$ cat src/hw/rtl/fwbp_pkg.sv
package fwbp_pkg;

   localparam int VALUE_W = 40;   // UQ32.8 input value
   localparam int CFG_W   = 6;    // code width register
   localparam int BYTE_W  = 8;
   localparam int HELD_W  = 3;    // pending bit count, 0..7
   localparam int CNT_W   = 3;    // bytes per request, 0..5

   localparam int DEF_MAX_CODE_WIDTH = 32;
   localparam int DEF_FRACTION_BITS  = 8;
   localparam int QUEUE_DEPTH        = 2;

   localparam logic [CFG_W-1:0] CODE_WIDTH_RESET = CFG_W'(12);

   typedef struct packed {
      logic [CNT_W-1:0] byte_count;   // bytes to emit for this request
      logic             fin;          // request closed the stream
   } fwbp_ctl_type;

endpackage

$ cat src/hw/rtl/fwbp_ifs.sv
interface fwbp_req_if;
   logic                         valid;
   logic                         ready;
   logic [fwbp_pkg::VALUE_W-1:0] scaled_value;
   logic                         final_item;

   modport source (output valid, scaled_value, final_item, input ready);
   modport sink   (input valid, scaled_value, final_item, output ready);
endinterface

interface fwbp_rsp_if;
   logic                        valid;
   logic                        ready;
   logic [fwbp_pkg::BYTE_W-1:0] packed_byte;
   logic                        run_last;
   logic                        stream_last;

   modport source (output valid, packed_byte, run_last, stream_last, input ready);
   modport sink   (input valid, packed_byte, run_last, stream_last, output ready);
endinterface

interface fwbp_csr_if;
   logic                       valid;
   logic                       ready;
   logic [fwbp_pkg::CFG_W-1:0] bits_per_value;

   modport source (output valid, bits_per_value, input ready);
   modport sink   (input valid, bits_per_value, output ready);
endinterface

$ cat src/hw/rtl/fixed_width_bit_packer.sv
// Channel | Role | Handshake   | Payload
// --------+------+-------------+-----------------------------------------
// csr     | in   | valid/ready | bits_per_value (code width N, 0..63, saturates at 32)
// req     | in   | valid/ready | scaled_value (UQ32.8), final_item
// rsp     | out  | valid/ready | packed_byte, run_last, stream_last
//
// A request passes from the front register through the queue to the back
// shift register, from which its bytes leave one per cycle while rsp.ready
// is high. A request yields up to (7 + N)/8 + 1 bytes (pending bits, code,
// flush). Sustained throughput is set by the output byte rate on rsp.
// Reset (synchronous) empties the pipeline, clears the pending byte and sets
// N to 12. A stalled rsp backs up through a two-entry queue into req.ready.
module fixed_width_bit_packer #(
   parameter int MAX_CODE_WIDTH = fwbp_pkg::DEF_MAX_CODE_WIDTH,
   parameter int FRACTION_BITS  = fwbp_pkg::DEF_FRACTION_BITS
) (
   input  logic        clock,
   input  logic        reset,
   fwbp_csr_if.sink    csr,
   fwbp_req_if.sink    req,
   fwbp_rsp_if.source  rsp
);
   import fwbp_pkg::*;

   localparam int WORD_W    = MAX_CODE_WIDTH + BYTE_W;
   localparam int CTL_W     = $bits(fwbp_ctl_type);
   localparam int JOB_W     = WORD_W + CTL_W;
   localparam int MAX_BYTES = (MAX_CODE_WIDTH + 7) / 8 + 1;

   // front -> queue
   logic              job_valid;
   logic              job_ready;
   logic [WORD_W-1:0] job_word;
   fwbp_ctl_type      job_ctl;

   // queue -> back
   logic              q_valid;
   logic              q_ready;
   logic [JOB_W-1:0]  q_data;
   logic [WORD_W-1:0] q_word;
   fwbp_ctl_type      q_ctl;

   // Front: config register, rounding, bit merge with the pending byte.
   fwbp_front #(
      .MAX_CODE_WIDTH (MAX_CODE_WIDTH),
      .FRACTION_BITS  (FRACTION_BITS)
   ) u_front (
      .clock     (clock),
      .reset     (reset),
      .csr       (csr),
      .req       (req),
      .job_valid (job_valid),
      .job_ready (job_ready),
      .job_word  (job_word),
      .job_ctl   (job_ctl)
   );

   // Jobs are MSB-aligned words plus a byte count and fin flag; zero-byte requests never get here.
   fwbp_queue #(
      .WIDTH (JOB_W),
      .DEPTH (QUEUE_DEPTH)
   ) u_queue (
      .clock     (clock),
      .reset     (reset),
      .in_valid  (job_valid),
      .in_ready  (job_ready),
      .in_data   ({job_word, job_ctl}),
      .out_valid (q_valid),
      .out_ready (q_ready),
      .out_data  (q_data)
   );

   assign q_word = q_data[JOB_W-1 -: WORD_W];
   assign q_ctl  = fwbp_ctl_type'(q_data[CTL_W-1:0]);

   // Back: drains one byte per cycle while rsp.ready is high, flags the last byte of each request.
   fwbp_back #(
      .MAX_CODE_WIDTH (MAX_CODE_WIDTH)
   ) u_back (
      .clock     (clock),
      .reset     (reset),
      .job_valid (q_valid),
      .job_ready (q_ready),
      .job_word  (q_word),
      .job_ctl   (q_ctl),
      .rsp       (rsp)
   );

   // end of stream is always the end of a request
   a_stream_last_run_last: assert property (@(posedge clock) disable iff (reset)
      rsp.valid && rsp.stream_last |-> rsp.run_last)
      else $error("stream_last without run_last");

   // a queued job carries between one and the maximum number of bytes
   a_job_count: assert property (@(posedge clock) disable iff (reset)
      job_valid |-> (job_ctl.byte_count != '0)
                 && (job_ctl.byte_count <= CNT_W'(MAX_BYTES)))
      else $error("job byte count out of range");

   // nothing leaves right after reset
   a_reset_quiet: assert property (@(posedge clock)
      $past(reset) |-> !rsp.valid)
      else $error("rsp valid after reset");

endmodule

$ cat src/hw/rtl/fwbp_front.sv
module fwbp_front #(
   parameter int MAX_CODE_WIDTH = fwbp_pkg::DEF_MAX_CODE_WIDTH,
   parameter int FRACTION_BITS  = fwbp_pkg::DEF_FRACTION_BITS,
   localparam int WORD_W        = MAX_CODE_WIDTH + fwbp_pkg::BYTE_W
) (
   input  logic                   clock,
   input  logic                   reset,
   fwbp_csr_if.sink               csr,
   fwbp_req_if.sink               req,
   output logic                   job_valid,
   input  logic                   job_ready,
   output logic [WORD_W-1:0]      job_word,
   output fwbp_pkg::fwbp_ctl_type job_ctl
);
   import fwbp_pkg::*;

   localparam logic [CFG_W-1:0]   MAX_N = CFG_W'(MAX_CODE_WIDTH);
   localparam logic [VALUE_W:0]   HALF  = (VALUE_W + 1)'(1) << (FRACTION_BITS - 1);

   logic [CFG_W-1:0]          bpv_ff, bpv_in;
   logic                      valid_ff, valid_in;
   logic [MAX_CODE_WIDTH-1:0] code_ff, code_in;
   logic [CFG_W-1:0]          n_ff, n_in;
   logic                      fin_ff, fin_in;
   logic [BYTE_W-1:0]         pend_ff, pend_in;
   logic [HELD_W-1:0]         held_ff, held_in;

   logic [CFG_W-1:0]          n_sat;
   logic [VALUE_W:0]          rounded;
   logic [MAX_CODE_WIDTH-1:0] code_left;
   logic [WORD_W-1:0]         word;
   logic [WORD_W-1:0]         shifted;
   logic [CFG_W-1:0]          total;
   logic [CNT_W-1:0]          full_cnt;
   logic                      flush;
   logic [CNT_W-1:0]          byte_count;
   logic                      done;

   assign csr.ready = 1'b1;

   // round half up, drop fraction, keep low n bits
   always_comb begin
      n_sat   = (bpv_ff > MAX_N) ? MAX_N : bpv_ff;
      rounded = ({1'b0, req.scaled_value} + HALF) >> FRACTION_BITS;
      code_in = rounded[MAX_CODE_WIDTH-1:0] & ~({MAX_CODE_WIDTH{1'b1}} << n_sat);
      n_in    = n_sat;
      fin_in  = req.final_item;
   end

   // merge code behind the pending bits, MSB aligned
   always_comb begin
      code_left  = code_ff << (MAX_N - n_ff);
      word       = {pend_ff, {MAX_CODE_WIDTH{1'b0}}}
                 | ({code_left, {BYTE_W{1'b0}}} >> held_ff);
      total      = CFG_W'(held_ff) + n_ff;
      full_cnt   = CNT_W'(total[CFG_W-1:3]);
      flush      = fin_ff && (total[2:0] != 3'd0);
      byte_count = full_cnt + CNT_W'(flush);
      shifted    = word << {full_cnt, 3'b000};
   end

   assign job_valid          = valid_ff && (byte_count != '0);
   assign job_word           = word;
   assign job_ctl.byte_count = byte_count;
   assign job_ctl.fin        = fin_ff;

   assign done      = valid_ff && ((byte_count == '0) || job_ready);
   assign req.ready = !valid_ff || done;

   always_comb begin
      bpv_in   = (csr.valid && csr.ready) ? csr.bits_per_value : bpv_ff;
      valid_in = valid_ff;
      pend_in  = pend_ff;
      held_in  = held_ff;
      if (done) begin
         valid_in = 1'b0;
         pend_in  = fin_ff ? '0 : shifted[WORD_W-1 -: BYTE_W];
         held_in  = fin_ff ? '0 : total[2:0];
      end
      if (req.valid && req.ready) begin
         valid_in = 1'b1;
      end
   end

   always_ff @(posedge clock) begin
      if (reset) begin
         bpv_ff   <= CODE_WIDTH_RESET;
         valid_ff <= 1'b0;
         pend_ff  <= '0;
         held_ff  <= '0;
      end else begin
         bpv_ff   <= bpv_in;
         valid_ff <= valid_in;
         pend_ff  <= pend_in;
         held_ff  <= held_in;
      end
   end

   always_ff @(posedge clock) begin
      if (req.valid && req.ready) begin
         code_ff <= code_in;
         n_ff    <= n_in;
         fin_ff  <= fin_in;
      end
   end

endmodule

$ cat src/hw/rtl/fwbp_queue.sv
module fwbp_queue #(
   parameter int WIDTH = 8,
   parameter int DEPTH = 2,
   localparam int PTR_W = (DEPTH > 1) ? $clog2(DEPTH) : 1,
   localparam int CNT_W = $clog2(DEPTH + 1)
) (
   input  logic             clock,
   input  logic             reset,
   input  logic             in_valid,
   output logic             in_ready,
   input  logic [WIDTH-1:0] in_data,
   output logic             out_valid,
   input  logic             out_ready,
   output logic [WIDTH-1:0] out_data
);

   localparam logic [PTR_W-1:0] LAST_PTR = PTR_W'(DEPTH - 1);
   localparam logic [CNT_W-1:0] FULL_CNT = CNT_W'(DEPTH);

   logic [WIDTH-1:0] mem_ff [DEPTH];
   logic [PTR_W-1:0] wr_ptr_ff, wr_ptr_in;
   logic [PTR_W-1:0] rd_ptr_ff, rd_ptr_in;
   logic [CNT_W-1:0] count_ff, count_in;
   logic             push, pop;

   assign in_ready  = count_ff != FULL_CNT;
   assign out_valid = count_ff != '0;
   assign out_data  = mem_ff[rd_ptr_ff];
   assign push      = in_valid && in_ready;
   assign pop       = out_valid && out_ready;

   always_comb begin
      wr_ptr_in = wr_ptr_ff;
      rd_ptr_in = rd_ptr_ff;
      count_in  = count_ff;
      if (push) begin
         wr_ptr_in = (wr_ptr_ff == LAST_PTR) ? '0 : wr_ptr_ff + PTR_W'(1);
      end
      if (pop) begin
         rd_ptr_in = (rd_ptr_ff == LAST_PTR) ? '0 : rd_ptr_ff + PTR_W'(1);
      end
      if (push && !pop) begin
         count_in = count_ff + CNT_W'(1);
      end else if (pop && !push) begin
         count_in = count_ff - CNT_W'(1);
      end
   end

   always_ff @(posedge clock) begin
      if (reset) begin
         wr_ptr_ff <= '0;
         rd_ptr_ff <= '0;
         count_ff  <= '0;
      end else begin
         wr_ptr_ff <= wr_ptr_in;
         rd_ptr_ff <= rd_ptr_in;
         count_ff  <= count_in;
      end
   end

   always_ff @(posedge clock) begin
      if (push) begin
         mem_ff[wr_ptr_ff] <= in_data;
      end
   end

endmodule

$ cat src/hw/rtl/fwbp_back.sv
module fwbp_back #(
   parameter int MAX_CODE_WIDTH = fwbp_pkg::DEF_MAX_CODE_WIDTH,
   localparam int WORD_W        = MAX_CODE_WIDTH + fwbp_pkg::BYTE_W
) (
   input  logic                   clock,
   input  logic                   reset,
   input  logic                   job_valid,
   output logic                   job_ready,
   input  logic [WORD_W-1:0]      job_word,
   input  fwbp_pkg::fwbp_ctl_type job_ctl,
   fwbp_rsp_if.source             rsp
);
   import fwbp_pkg::*;

   logic [WORD_W-1:0] word_ff, word_in;
   logic [CNT_W-1:0]  left_ff, left_in;
   logic              fin_ff, fin_in;
   logic              last;
   logic              fire;
   logic              load;

   assign last      = left_ff == CNT_W'(1);
   assign fire      = rsp.valid && rsp.ready;
   // next job loads as the last byte of the current one leaves
   assign job_ready = (left_ff == '0) || (last && rsp.ready);
   assign load      = job_valid && job_ready;

   assign rsp.valid       = left_ff != '0;
   assign rsp.packed_byte = word_ff[WORD_W-1 -: BYTE_W];
   assign rsp.run_last    = last;
   assign rsp.stream_last = last && fin_ff;

   always_comb begin
      word_in = word_ff;
      left_in = left_ff;
      fin_in  = fin_ff;
      if (load) begin
         word_in = job_word;
         left_in = job_ctl.byte_count;
         fin_in  = job_ctl.fin;
      end else if (fire) begin
         word_in = word_ff << BYTE_W;
         left_in = left_ff - CNT_W'(1);
      end
   end

   always_ff @(posedge clock) begin
      if (reset) begin
         left_ff <= '0;
      end else begin
         left_ff <= left_in;
      end
   end

   always_ff @(posedge clock) begin
      word_ff <= word_in;
      fin_ff  <= fin_in;
   end

endmodule

$ cat src/flat_wrapper.sv
// flat-port wrapper written by rule: the top's interface ports become plain ports
module fixed_width_bit_packer_flat import fwbp_pkg::*;
#(
   parameter int MAX_CODE_WIDTH = fwbp_pkg::DEF_MAX_CODE_WIDTH,
   parameter int FRACTION_BITS  = fwbp_pkg::DEF_FRACTION_BITS
)
  (clock, reset, csr_valid, csr_bits_per_value, csr_ready, req_valid, req_scaled_value, req_final_item, req_ready, rsp_valid, rsp_packed_byte, rsp_run_last, rsp_stream_last, rsp_ready);
  fwbp_csr_if csr_i ();
  fwbp_req_if req_i ();
  fwbp_rsp_if rsp_i ();
  input  logic clock;
  input  logic reset;
  input wire logic [$bits(csr_i.valid)-1:0] csr_valid;
  input wire logic [$bits(csr_i.bits_per_value)-1:0] csr_bits_per_value;
  output wire logic [$bits(csr_i.ready)-1:0] csr_ready;
  input wire logic [$bits(req_i.valid)-1:0] req_valid;
  input wire logic [$bits(req_i.scaled_value)-1:0] req_scaled_value;
  input wire logic [$bits(req_i.final_item)-1:0] req_final_item;
  output wire logic [$bits(req_i.ready)-1:0] req_ready;
  output wire logic [$bits(rsp_i.valid)-1:0] rsp_valid;
  output wire logic [$bits(rsp_i.packed_byte)-1:0] rsp_packed_byte;
  output wire logic [$bits(rsp_i.run_last)-1:0] rsp_run_last;
  output wire logic [$bits(rsp_i.stream_last)-1:0] rsp_stream_last;
  input wire logic [$bits(rsp_i.ready)-1:0] rsp_ready;
  assign csr_i.valid = csr_valid;
  assign csr_i.bits_per_value = csr_bits_per_value;
  assign csr_ready = csr_i.ready;
  assign req_i.valid = req_valid;
  assign req_i.scaled_value = req_scaled_value;
  assign req_i.final_item = req_final_item;
  assign req_ready = req_i.ready;
  assign rsp_valid = rsp_i.valid;
  assign rsp_packed_byte = rsp_i.packed_byte;
  assign rsp_run_last = rsp_i.run_last;
  assign rsp_stream_last = rsp_i.stream_last;
  assign rsp_i.ready = rsp_ready;
  fixed_width_bit_packer #(.MAX_CODE_WIDTH(MAX_CODE_WIDTH), .FRACTION_BITS(FRACTION_BITS)) u_core (.clock(clock), .reset(reset), .csr(csr_i), .req(req_i), .rsp(rsp_i));
endmodule
$ cat config.mk
export PLATFORM = sky130hd
export DESIGN_NAME = fixed_width_bit_packer_flat
export DESIGN_NICKNAME = d
export VERILOG_FILES = /design/src/hw/rtl/fwbp_pkg.sv /design/src/hw/rtl/fwbp_ifs.sv /design/src/hw/rtl/fixed_width_bit_packer.sv /design/src/hw/rtl/fwbp_front.sv /design/src/hw/rtl/fwbp_queue.sv /design/src/hw/rtl/fwbp_back.sv /design/src/flat_wrapper.sv
export SDC_FILE = /design/constraint.sdc
export NUM_CORES = 1
export LEC_CHECK = 0
export BUFFER_PORTS_ARGS = -buffer_cell sky130_fd_sc_hd__buf_4
export CAP_MARGIN = 25
export CORE_ASPECT_RATIO = 1.4
export CORE_UTILIZATION = 30
export CTS_CLUSTER_SIZE = 30
export DETAILED_ROUTE_END_ITERATION = 12
export GPL_TIMING_DRIVEN = 1
export PLACE_DENSITY = 0.48
export SKIP_LAST_GASP = 1
export SLEW_MARGIN = 30
export SYNTH_ARGS = -nofsm -noshare
export SYNTH_HDL_FRONTEND = slang
export SYNTH_SLANG_ARGS = --single-unit
$ cat constraint.sdc
create_clock -name clock -period 5.2 [get_ports clock]
set_input_delay 0.26 -clock clock [delete_from_list [all_inputs] [get_ports clock]]
set_output_delay 0.26 -clock clock [all_outputs]
set_load 0.03 [all_outputs]
==> Yosys cells after proc, flatten, opt, wreduce, memory -nomap -nowiden <==
Memories as Yosys holds them, arrays and structs flattened. A register that Yosys moved wholly into a read port is not among the register bits.
Cells that the tools add are included.
{ "totals": {"memories": 1, "ramBits": 88, "wordCells": 76, "ff_bits": 105, "out_inout_bits": 13} }
{ "mem_list": {"columns": ["name", "words", "width", "rd", "rd_clocked_by_memory_dff", "write_ports", "line", "text"], "rows": [
  ["u_core.u_queue.mem_ff", 2, 44, 1, 1, 1, "fwbp_queue.sv:20", "logic [WIDTH-1:0] mem_ff [DEPTH];"]
]} }
{ "classes": {"reduce_logical": 26, "add_sub_neg": 9, "mux": 17, "eq_ne": 2, "n_bitwise": 3, "magnitude_cmp": 1, "n_shift": 4} }
{ "ops": {"columns": ["cell", "count"], "rows": [
  ["$mux W40", 2],
  ["$add A40 B8 Y40 const B", 1],
  ["$or A40 B40 Y40", 1],
  ["$shl A40 B6 Y40", 1],
  ["$shr A40 B3 Y40", 1],
  ["$and A32 B32 Y32", 1],
  ["$not A32 Y32", 1],
  ["$shl A32 B6 Y32", 1],
  ["$shl A32 B6 Y32 const A", 1],
  ["$logic_and A1 B1 Y1", 11],
  ["$mux W3", 3],
  ["$reduce_bool A3 Y1", 3],
  ["$mux W1", 8],
  ["$mux W8", 1],
  ["$reduce_bool A2 Y1", 4],
  ["$add A3 B6 Y6", 1],
  ["$gt A6 B6 Y1 const B", 1],
  ["$logic_not A3 Y1", 2],
  ["$mux W6", 1],
  ["$sub A6 B6 Y6 const A", 1],
  ["$mux W2", 2],
  ["$add A3 B1 Y3", 1],
  ["$eq A3 B1 Y1 const B", 1],
  ["$logic_not A1 Y1", 3],
  ["other kinds (6)", 9]
]} }

==> Logic depth before layout (Yosys ltp) <==
Gate-level depths: netlist (run 1).
{ "depth": {"depth_word": 11, "depth_mapped": 18, "ltp_nobuf": 15} }

==> Hierarchy <==
Synthesis (run 1) repeated with hierarchy kept, for this count alone.
{ "unflattened": {"hier_cells": 1116, "area_unflattened_um2": 12781.0} }
{ "modules_own_cells": {"columns": ["module", "instances", "seq_area_each_um2", "cells_per_inst", "area_per_inst_um2"], "rows": [
  ["fwbp_front", 1, 1531.5, 827, 7295.7],
  ["fwbp_queue", 1, 2742.6, 161, 3385.7],
  ["fwbp_back", 1, 1291.2, 128, 2099.5]
]} }

==> Least setup slack after synthesis (run 1) <==
Ideal clock, no wire load.
{ "synth_timing": {"kind": "register to register", "startpoint": "register u_core.u_front.n_ff[0]", "endpoint": "memory u_core.u_queue.mem_ff[0][0] (netlist bit) (enable)", "setup_slack_ns": -0.147, "arrival_ns": 4.899, "stages_incl_launch_ff": 13, "synth_period_minus_slack_ns": 5.347, "cell_sequence": "edfxtp_1 > ha_1 > a21o_1 > a21oi_1 > xor2_1 > inv_1 > clkbuf_1 > ha_1 > ha_1 > xnor2_1 > o31ai_1 > nor2b_1 > nor2b_1"} }
{ "synth_rtl": {"columns": ["item", "line", "text"], "rows": [
  ["from (decl)", "fwbp_front.sv:23", "logic [CFG_W-1:0] n_ff, n_in;"],
  ["from (signal assigned)", "fwbp_front.sv:102", "n_ff <= n_in;"],
  ["to (decl)", "fwbp_queue.sv:20", null]
]} }

==> Final worst setup path (run 1) <==
{ "layout_timing": {"startpoint": "register u_core.u_front.n_ff[0]", "endpoint": "memory u_core.u_queue.mem_ff[1][36] (netlist bit), data pin"} }
{ "layout_via": {"elab_chain_cells": 4} }
{ "layout_lines": {"columns": ["item", "line", "text"], "rows": [
  ["$sub A6 B6 Y6", "fwbp_front.sv:52", "code_left = code_ff << (MAX_N - n_ff);"],
  ["$shl A32 B6 Y32", "fwbp_front.sv:52", null],
  ["$shr A40 B3 Y40", "fwbp_front.sv:54", "| ({code_left, {BYTE_W{1'b0}}} >> held_ff);"],
  ["$or A40 B40 Y40", "fwbp_front.sv:54", null],
  ["via u_core.job_word[32]", "fixed_width_bit_packer.sv:33", "logic [WORD_W-1:0] job_word;"]
]} }
The timed path passes the listed nets, and every way through them passes these cells.

==> impl_metrics.ini, run 1 <==
[global_routing]
grt_max_degree = 71
grt_pass1_wl_um = 54300
gr-total-overflow = 0
grt_usage = 0.166
antenna_found_initial = 0
grt_pass1_vias = 9209

[timing]
rsz0062_at_grt = false
fin_setup_tns_ns = 0
drv_slew = 0
worst_slew_pin_slew_ns = 0.858
period_share = 0.882
finalSetupViolations = 0
finalHoldViolCount = 0
post-route-min-period_ns = 4.59
max_freq_mhz = 218
maxSlewHeadroom = 0.428
fin_skew_ns = 0.0135

[logic_synthesis]
synth-edff-count = 165
ys_warn_count = 0
ys.flop_type = edfxtp_1
syn_nets = 1257
synth_seq_cells = 191
netlist_instances = 1193
synth_sequential_area_ratio = 0.435
ys_types = 103
avgSynthCellArea_um2 = 10.5
synthesis.area_um2 = 12600
async_reset_ff_frac = 0

[power_and_ir_drop]
switching_power_w = 0.00208
combinationalPowerShare = 0.357
seqPwrFrac = 0.394
ir_worst_vdd_uv = 217
p_leak_nw = 4.96
swShare = 0.362
p_clk_frac = 0.249
power_density_nw_per_um2 = 407
internal_power_w = 0.00365

[cells_and_area]
antenna_cells = 0
syn_to_final_growth_pct = 11.8
final_core_util = 0.341
layout.nets = 1268
drive_above_1_share = 0.172

[critical_path]
cp.required_ns = 5.40
end_kind = flip-flop
cp-start-kind = flip-flop
cp_max_fo = 25
crit_arrival_ns = 4.79
path_class = reg -> reg

[routing]
drtPass1Iterations = 7
drt_iter0_markers = 655
ant_nets = 0
drc = 0
routedWlPerCell_um = 19.9
avgViaCountPerCell = 5.40
dr_total_vias = 9491
totalWireLength_um = 34900

[clock_network]
worstSkewPairLatency_ns = 0.47
cts_max_path_buffers = 2
cts_made_buffers = 17
clock-sinks = 191
tritoncts = yes
htreeDepth = 4
cts_root_buf = clkbuf_16
clkTransAtPathRegs_ns = 0.08

[die]
row_count = 88
fp.coreArea_um2 = 41300
die_h_um = 244
die_w_um = 175
initial_core_util = 0.305
dieArea_um2 = 42800
pin_count = 65

[placed_design]
portBuffers = 56
dp_hpwl_um = 26200
gp_congestion = 0.932

[run]
drv_cap = 0

[worst_hold_path]
hold_path_class = in -> reg

[status]
status = complete, no violations
[layout by cell type, fill, tap and decap left out, types with 24 or more instances in the layout]
master / instances
a21oi_1: 66
buf_4: 87
dfxtp_1: 24
edfxtp_1: 165
mux2_2: 26
mux2i_1: 100
nand2_1: 109
nand3_1: 28
nor2_1: 90
nor3_1: 37
o21ai_0: 55
[what timing repair did]
action / in CTS / in global routing
hold buffers: 2 / 0
resized for setup: 0 / 0
setup buffers: 0 / 0
hold endpoints to repair: 2 / 0
[layout make-up]
type | instances | area [um^2]
clock inverter | 15 | 203
timing repair buffer | 89 | 673
multi-input combinational | 884 | 6530
tap | 540 | 676
fill | 4204 | 27200
sequential | 191 | 5480
inverter | 21 | 80.1
clock buffer | 17 | 425
[power groups by stage]
stage          registers [W]  logic (W)  clock network, W
6_report             0.00226    0.00204           0.00143
5_1_grt              0.00229    0.00224           0.00151
4_1_cts              0.00227    0.00206           0.00145
3_5_place_dp         0.00230    0.00206                 0
3_3_place_gp         0.00229    0.00204                 0
2_1_floorplan        0.00223    0.00154                 0
[final timing paths]
kind	slack, ns	cells after the start	start	endpoint
setup / recovery	0.61	11	u_core.u_front.n_ff[0]	u_core.u_queue.mem_ff[1][36]
hold / removal	0.02	3	csr_bits_per_value[2]	u_core.u_front.bpv_ff[2]
setup reg to reg	0.61	11	u_core.u_front.n_ff[0]	u_core.u_queue.mem_ff[1][36]
hold reg to reg	0.46	2	u_core.u_back.left_ff[1]	u_core.u_back.left_ff[1]
[through the flow]
step	instances	total power (W)	cell area [um^2]	hold WS [ns]	setup WS (ns)
6_report	1757	0.00573	14100	0.0205	0.613
4_1_cts	1757	0.00578	14100	0.00190	0.687
5_1_grt	1757	0.00605	14100	0.0363	0.333
2_1_floorplan	1193	0.00377	12600	0.359	0.659
3_3_place_gp	1723	0.00433	13400	0.448	0.716
3_5_place_dp	1723	0.00436	13400	0.454	0.697
[worst max-delay path: stages (launching register included)]
cell,delay (ns)
edfxtp_1,0.53
inv_2,0.07
ha_2,0.71
buf_4,0.30
mux2i_1,0.34
mux4_2,0.31
nor2_1,0.05
o31ai_1,0.75
a221oi_1,0.17
a211oi_1,0.62
mux2i_1,0.15
or2_2,0.31
[Yosys cell counts, drive strengths merged, types with 10 or more instances]
cell / n / share of area
nand2b: 10 / 0.0050
nand3: 28 / 0.011
or2: 10 / 0.0050
a221oi: 17 / 0.013
mux4: 28 / 0.052
clkbuf: 52 / 0.016
inv: 19 / 0.0057
or3: 11 / 0.0055
o31ai: 10 / 0.0075
buf: 45 / 0.026
dfxtp: 26 / 0.041
and2: 14 / 0.0072
mux2: 32 / 0.029
edfxtp: 165 / 0.39
a211oi: 16 / 0.0096
nor2b: 14 / 0.0070
mux2i: 101 / 0.081
o22ai: 11 / 0.0055
o21ai: 62 / 0.025
xnor2: 15 / 0.011
xor2: 21 / 0.016
a22oi: 16 / 0.010
a21oi: 67 / 0.027
ha: 11 / 0.011
nor3: 38 / 0.015
nand2: 110 / 0.033
nor2: 91 / 0.027
a21o: 13 / 0.0078
nand4: 10 / 0.0050
[registers in the layout, indices dropped and copies added (netlist names), named ones only]
name,count
u_core.u_front.valid_ff,1
u_core.u_queue.mem_ff,86
u_core.u_back.left_ff,3
u_core.u_front.code_ff,32
u_core.u_front.pend_ff,8
u_core.u_queue.count_ff,2
u_core.u_queue.rd_ptr_ff,1
u_core.u_back.word_ff,39
u_core.u_queue.wr_ptr_ff,1
u_core.u_front.fin_ff,1
u_core.u_front.n_ff,6
u_core.u_front.bpv_ff,6
u_core.u_back.fin_ff,1
u_core.u_front.held_ff,3
[cell families (layout without fill, tap and decap cells)]
kind of cell | count (synthesis) | count (layout) | share of synthesized area
DFF | 191 | 191 | 0.435
AOI/OAI and AO/OA | 302 | 302 | 0.170
xor gates and xnor gates | 36 | 36 | 0.0272
and+or+nand+nor | 372 | 372 | 0.145
other | 1 | 1 | 0.000298
adders and majority gates | 12 | 12 | 0.0125
muxes | 161 | 161 | 0.162
buffers and inverters | 118 | 142 | 0.0477
[per-layer routing]
metal  vias to the layer above  track usage  wire length (um)
met5                         -            0                 0
met1                      4613        0.194             14400
met3                        57       0.0225              1010
met2                       229        0.295             18200
li1                       4592            -                 -
met4                         0       0.0813              1350
Power figures use the tool's default switching activity.
==> run 2: changes to the inputs <==
CORE_UTILIZATION = 36   (was 30)
PLACE_DENSITY = 0.55   (was 0.48)
RECOVER_POWER = 25   (was default)
SLEW_MARGIN = default   (was 30)
==> run 2 against run 1 <==
The flow now finishes with violations (max-capacitance violations, max-slew violations). Wire length is 3.7% lower. Clock power shrank 11%. Utilization up 6.4 points. First-iteration DRC count rose by 22%. Hold slack improved by 0.015 ns. Clock skew is 0.0052 ns lower. Sequential share of layout area increased by 0.60 points. Count of clock-buffer cells in the layout unchanged. Global-route usage rose by 2.6 points. Combinational power about the same.
==> impl_metrics.ini, run 2 (synthesized netlist as in run 1, its figures left out) <==
[cells_and_area]
top_regs = u_core.u_queue.mem_ff (86), u_core.u_back.word_ff (39), u_core.u_front.code_ff (32)
most-common-layout-cells = edfxtp_1, nand2_1, mux2i_1
fin_cells = 1668
drive_above_1_share = 0.158
largest_reg_flops = 86
fillCellCount = 3324
final_area_um2 = 13800
top_register = u_core.u_queue.mem_ff
antenna_cells = 0
final_common_cell = edfxtp_1
syn_to_final_growth_pct = 10.1
layout.nets = 1268
final_core_util = 0.404

[power_and_ir_drop]
p_leak_nw = 4.88
ir_worst_vdd_uv = 219
power_density_nw_per_um2 = 400

[clock_network]
clkTransAtPathRegs_ns = 0.07
htreeDepth = 4
cts_resized = 0
worstSkewPairLatency_ns = 0.46
tritoncts = yes
cts_root_buf = clkbuf_16
cts_made_buffers = 17
clock-sinks = 191
cts_max_path_buffers = 2

[global_routing]
gr-total-overflow = 0
grt_pass1_wl_um = 52800
grt_usage = 0.191
grtUsageMet3 = 0.0305
grt_max_degree = 73
antenna_found_initial = 0
grt_pass1_vias = 9378
grt-busiest-layer = met2
global_route.usage.met2 = 0.337
met1_usage = 0.216

[timing]
whs_ns = 0.0358
finalSetupViolations = 0
fin_skew_ns = 0.00834
rsz0062_at_grt = false
fin_setup_tns_ns = 0
worst_slew_pin_slew_ns = 2.49
maxSlewHeadroom = -0.661
period_share = 0.885
finalHoldViolCount = 0
post-route-min-period_ns = 4.60
drv_slew = 43
max_freq_mhz = 217

[placed_design]
dp_hpwl_um = 25100
gp_congestion = 0.982
portBuffers = 56
place_inst = 1633
place_area_um2 = 13300

[routing]
totalWireLength_um = 33600
ant_nets = 0
drtPass1Iterations = 6
dr_total_vias = 9593
avgViaCountPerCell = 5.75
routedWlPerCell_um = 20.1
drt_iter0_markers = 800
drc = 0

[critical_path]
crit_path_top_delay_cell = ha_2
critPathMaxStageDelay_ns = 0.68
path_class = reg -> reg
crit_buf_inv = 2
crit_arrival_ns = 4.80
cp.required_ns = 5.40
cp_max_fo = 22
crit_chain = inv_2, ha_2, buf_4, mux2_2, mux2i_1, o22ai_1, a21oi_1, a221oi_1, a211oi_1, mux2i_1, or2_2
cp_common_cell = mux2i_1
end_kind = flip-flop
cp_top_family = compound AO/OA/AOI/OAI gates
cp-start-kind = flip-flop

[die]
die_w_um = 160
dieArea_um2 = 35700
initial_core_util = 0.367
fp.coreArea_um2 = 34200
row_count = 80
die_h_um = 223
pin_count = 65

[status]
violations = max-capacitance violations, max-slew violations
status = finished with violations

[worst_hold_path]
hold_path_class = in -> reg

[run]
drv_cap = 1
## run 2: cell count changes in the layout (fill, tap and decap cells not counted), moves of 2 or more
cell | before | now
bufinv_16 | 3 | 0
inv_6 | 2 | 4
clkbuf_1 | 0 | 12
buf_4 | 87 | 73
## run 2: what timing repair did
| item | CTS | global route |
|---|---|---|
| hold endpoints to repair | 3 | 0 |
| hold buffers | 3 | 0 |
| buffers inserted | 0 | 0 |
## run 2: per-layer routing
metal	up-vias	part of all wire
li1	4595	-
met1	4626	0.40
met2	276	0.51
met3	96	0.035
met4	0	0.054
met5	-	0
## run 2: area by class of cell
| cell class | count | area, um^2 | area share |
|---|---|---|---|
| Multi-Input combinational cell | 884 | 6520 | 0.471 |
| Timing Repair Buffer | 89 | 631 | 0.0456 |
| Tap cell | 451 | 564 | 0.0408 |
| Inverter | 21 | 78.8 | 0.00569 |
| Clock buffer | 17 | 425 | 0.0307 |
| Clock inverter | 15 | 146 | 0.0106 |
| Sequential cell | 191 | 5480 | 0.396 |
## run 2: power breakdown
group	switching [W]	internal, W	total [W]
logic	0.00129	0.000723	0.00202
clock network	0.000635	0.000636	0.00127
registers	0.000127	0.00213	0.00225
total	0.00206	0.00349	0.00554
## run 2: path summary, 6_finish.rpt
| check | from | to | slack (ns) | cells past startpoint |
|---|---|---|---|---|
| worst max-delay path | u_core.u_front.n_ff[0] | u_core.u_queue.mem_ff[1][36] | 0.60 | 11 |
| worst min-delay path | csr_bits_per_value[1] | u_core.u_front.bpv_ff[1] | 0.04 | 3 |
| worst max register to register | u_core.u_front.n_ff[0] | u_core.u_queue.mem_ff[1][36] | 0.60 | 11 |
| worst min register to register | u_core.u_back.left_ff[1] | u_core.u_back.left_ff[1] | 0.46 | 2 |
## run 2: worst register-to-register path: cells and delay by family, from the launching register on
family / cells / cell delay [ns]
mux: 3 / 1.00
fa+ha+maj: 1 / 0.68
flops: 1 / 0.65
buf+inv: 2 / 0.43
compound gates: 4 / 1.29
simple gates: 1 / 0.31
## run 2: stage by stage
step,setup slack (ns),power [W]
detailed placement,0.674,0.00434
CTS,0.653,0.00562
floorplan,0.659,0.00377
global route,0.353,0.00585
finish,0.600,0.00554
global placement,0.714,0.00431
==> run 3: changes to the inputs <==
PLACE_DENSITY = 0.54   (was 0.55)
clock period = 4.85 ns   (was 5.2 ns; I/O delays follow)
==> run 3 against run 2 <==
The run still ends with max-capacitance violations, max-slew violations left. Sequential cell count stayed put. Wire length up 1.3%. Fmax is 4.4% higher. Utilization increased by 0.34 points. Global-route usage is 0.50 points higher. Clock power is 9% higher. Combinational power grew 8%. Clock skew is 0.0025 ns higher. Register-to-register slack got worse by 0.16 ns.
==> impl_metrics.ini, run 3 (synthesized netlist as in run 1, its figures left out) <==
[clock_network]
cts_setup_buffers = 0
cts_max_path_buffers = 2
clock-sinks = 191
htreeDepth = 4
clkTransAtPathRegs_ns = 0.08
worstSkewPairLatency_ns = 0.46
tritoncts = yes
cts_root_buf = clkbuf_16
cts_made_buffers = 17

[cells_and_area]
top_register = u_core.u_queue.mem_ff
syn_to_final_growth_pct = 11.0
antenna_cells = 0
most-common-layout-cells = edfxtp_1, nand2_1, mux2i_1
layout.nets = 1280
top_regs = u_core.u_queue.mem_ff (86), u_core.u_back.word_ff (39), u_core.u_front.code_ff (32)
final_area_um2 = 14000
drive_above_1_share = 0.164
largest_reg_flops = 86
final_common_cell = edfxtp_1

[timing]
max_freq_mhz = 227
fin_skew_ns = 0.0108
finalHoldViolCount = 0
worst_slew_pin_slew_ns = 2.44
maxSlewHeadroom = -0.628
rsz0062_at_grt = false
setup_ws_ns = 0.442
drv_slew = 43
period_share = 0.909
post-route-min-period_ns = 4.41
finalSetupViolations = 0
fin_setup_tns_ns = 0

[power_and_ir_drop]
seqPwrFrac = 0.404
swShare = 0.367
p_leak_nw = 4.93
power_density_nw_per_um2 = 430
combinationalPowerShare = 0.363
internal_power_w = 0.00380
p_clk_frac = 0.233
ir_worst_vdd_uv = 236
switching_power_w = 0.00220

[status]
status = finished with violations
violations = max-capacitance violations, max-slew violations

[routing]
dr_total_vias = 9576
routedWlPerCell_um = 20.3
drt_iter0_markers = 564
avgViaCountPerCell = 5.70
ant_nets = 0
drtPass1Iterations = 5
totalWireLength_um = 34000
drc = 0

[run]
drv_cap = 1

[placed_design]
dp_slack_ns = 0.467
dp_hpwl_um = 25600
place_area_um2 = 13400
gp_congestion = 0.948
portBuffers = 56

[critical_path]
end_kind = flip-flop
path_class = reg -> reg
crit_arrival_ns = 4.81
cp-start-kind = flip-flop
cp_max_fo = 14
cp.required_ns = 5.25

[global_routing]
grt_pass1_wl_um = 53900
grt_max_degree = 72
antenna_found_initial = 0
grt_usage = 0.196
grt_pass1_vias = 9474
gr-total-overflow = 0

[worst_hold_path]
hold_path_class = in -> reg

[die]
fp.coreArea_um2 = 34200
pin_count = 65
row_count = 80
initial_core_util = 0.367
die_h_um = 223
die_w_um = 160
dieArea_um2 = 35700
==> run 3: through the flow <==
stage	power (W)	hold WS (ns)	cells	util
6_report	0.00600	0.0227	1679	0.408
5_1_grt	0.00635	0.0290	1679	0.408
4_1_cts	0.00609	0.00522	1679	0.409
3_5_place_dp	0.00468	0.432	1643	0.391
3_3_place_gp	0.00465	0.428	1642	0.390
2_1_floorplan	0.00404	0.341	1193	-
==> run 3: cell type report <==
class                   count  area (um^2)
inverters                  21         78.8
clock buffers              17          425
multi-input cells         884         6520
clock inverters            14          156
fillers                  3363        20300
well taps                 451          564
repair buffers            101          738
flip-flops and latches    191         5480
==> run 3: metal layers <==
metal | part of all wire | vias to the layer above | GRT usage | routed length [um]
li1 | - | 4632 | - | -
met2 | 0.50 | 265 | 0.344 | 17100
met3 | 0.036 | 101 | 0.0340 | 1220
met5 | 0 | - | 0 | 0
met4 | 0.064 | 0 | 0.130 | 2180
met1 | 0.40 | 4578 | 0.218 | 13500
==> run 3: worst paths after layout <==
| path | cells after the start | startpoint | end | slack (ns) |
|---|---|---|---|---|
| setup / recovery | 16 | u_core.u_front.n_ff[1] | u_core.u_front.pend_ff[5] | 0.44 |
| hold reg to reg | 2 | u_core.u_back.left_ff[1] | u_core.u_back.left_ff[1] | 0.46 |
| setup reg to reg | 16 | u_core.u_front.n_ff[1] | u_core.u_front.pend_ff[5] | 0.44 |
| hold / removal | 3 | csr_bits_per_value[1] | u_core.u_front.bpv_ff[1] | 0.02 |
==> run 3: worst max-delay path, cell delays in order (launching register included) <==
cell      delay, ns
edfxtp_1       0.49
buf_4          0.22
fa_1           0.46
xor2_1         0.19
o31a_1         0.25
ha_1           0.18
ha_1           0.33
nor4b_1        0.40
nand2_1        0.12
a211oi_1       0.38
nor3_2         0.14
buf_6          0.18
nor4_1         0.35
buf_4          0.21
o21ai_0        0.08
a31oi_1        0.17
a32o_1         0.18
==> run 3: power by group through the flow <==
stage          clock network (W)  registers, W  logic (W)
2_1_floorplan                  0       0.00239    0.00165
3_3_place_gp                   0       0.00245    0.00220
3_5_place_dp                   0       0.00246    0.00222
4_1_cts                  0.00144       0.00242    0.00223
5_1_grt                  0.00150       0.00246    0.00239
6_report                 0.00139       0.00242    0.00218
==> run 3: what timing repair did <==
action,CTS,global route
hold buffers,5,0
resized for setup,0,0
endpoints found under the hold margin,5,0
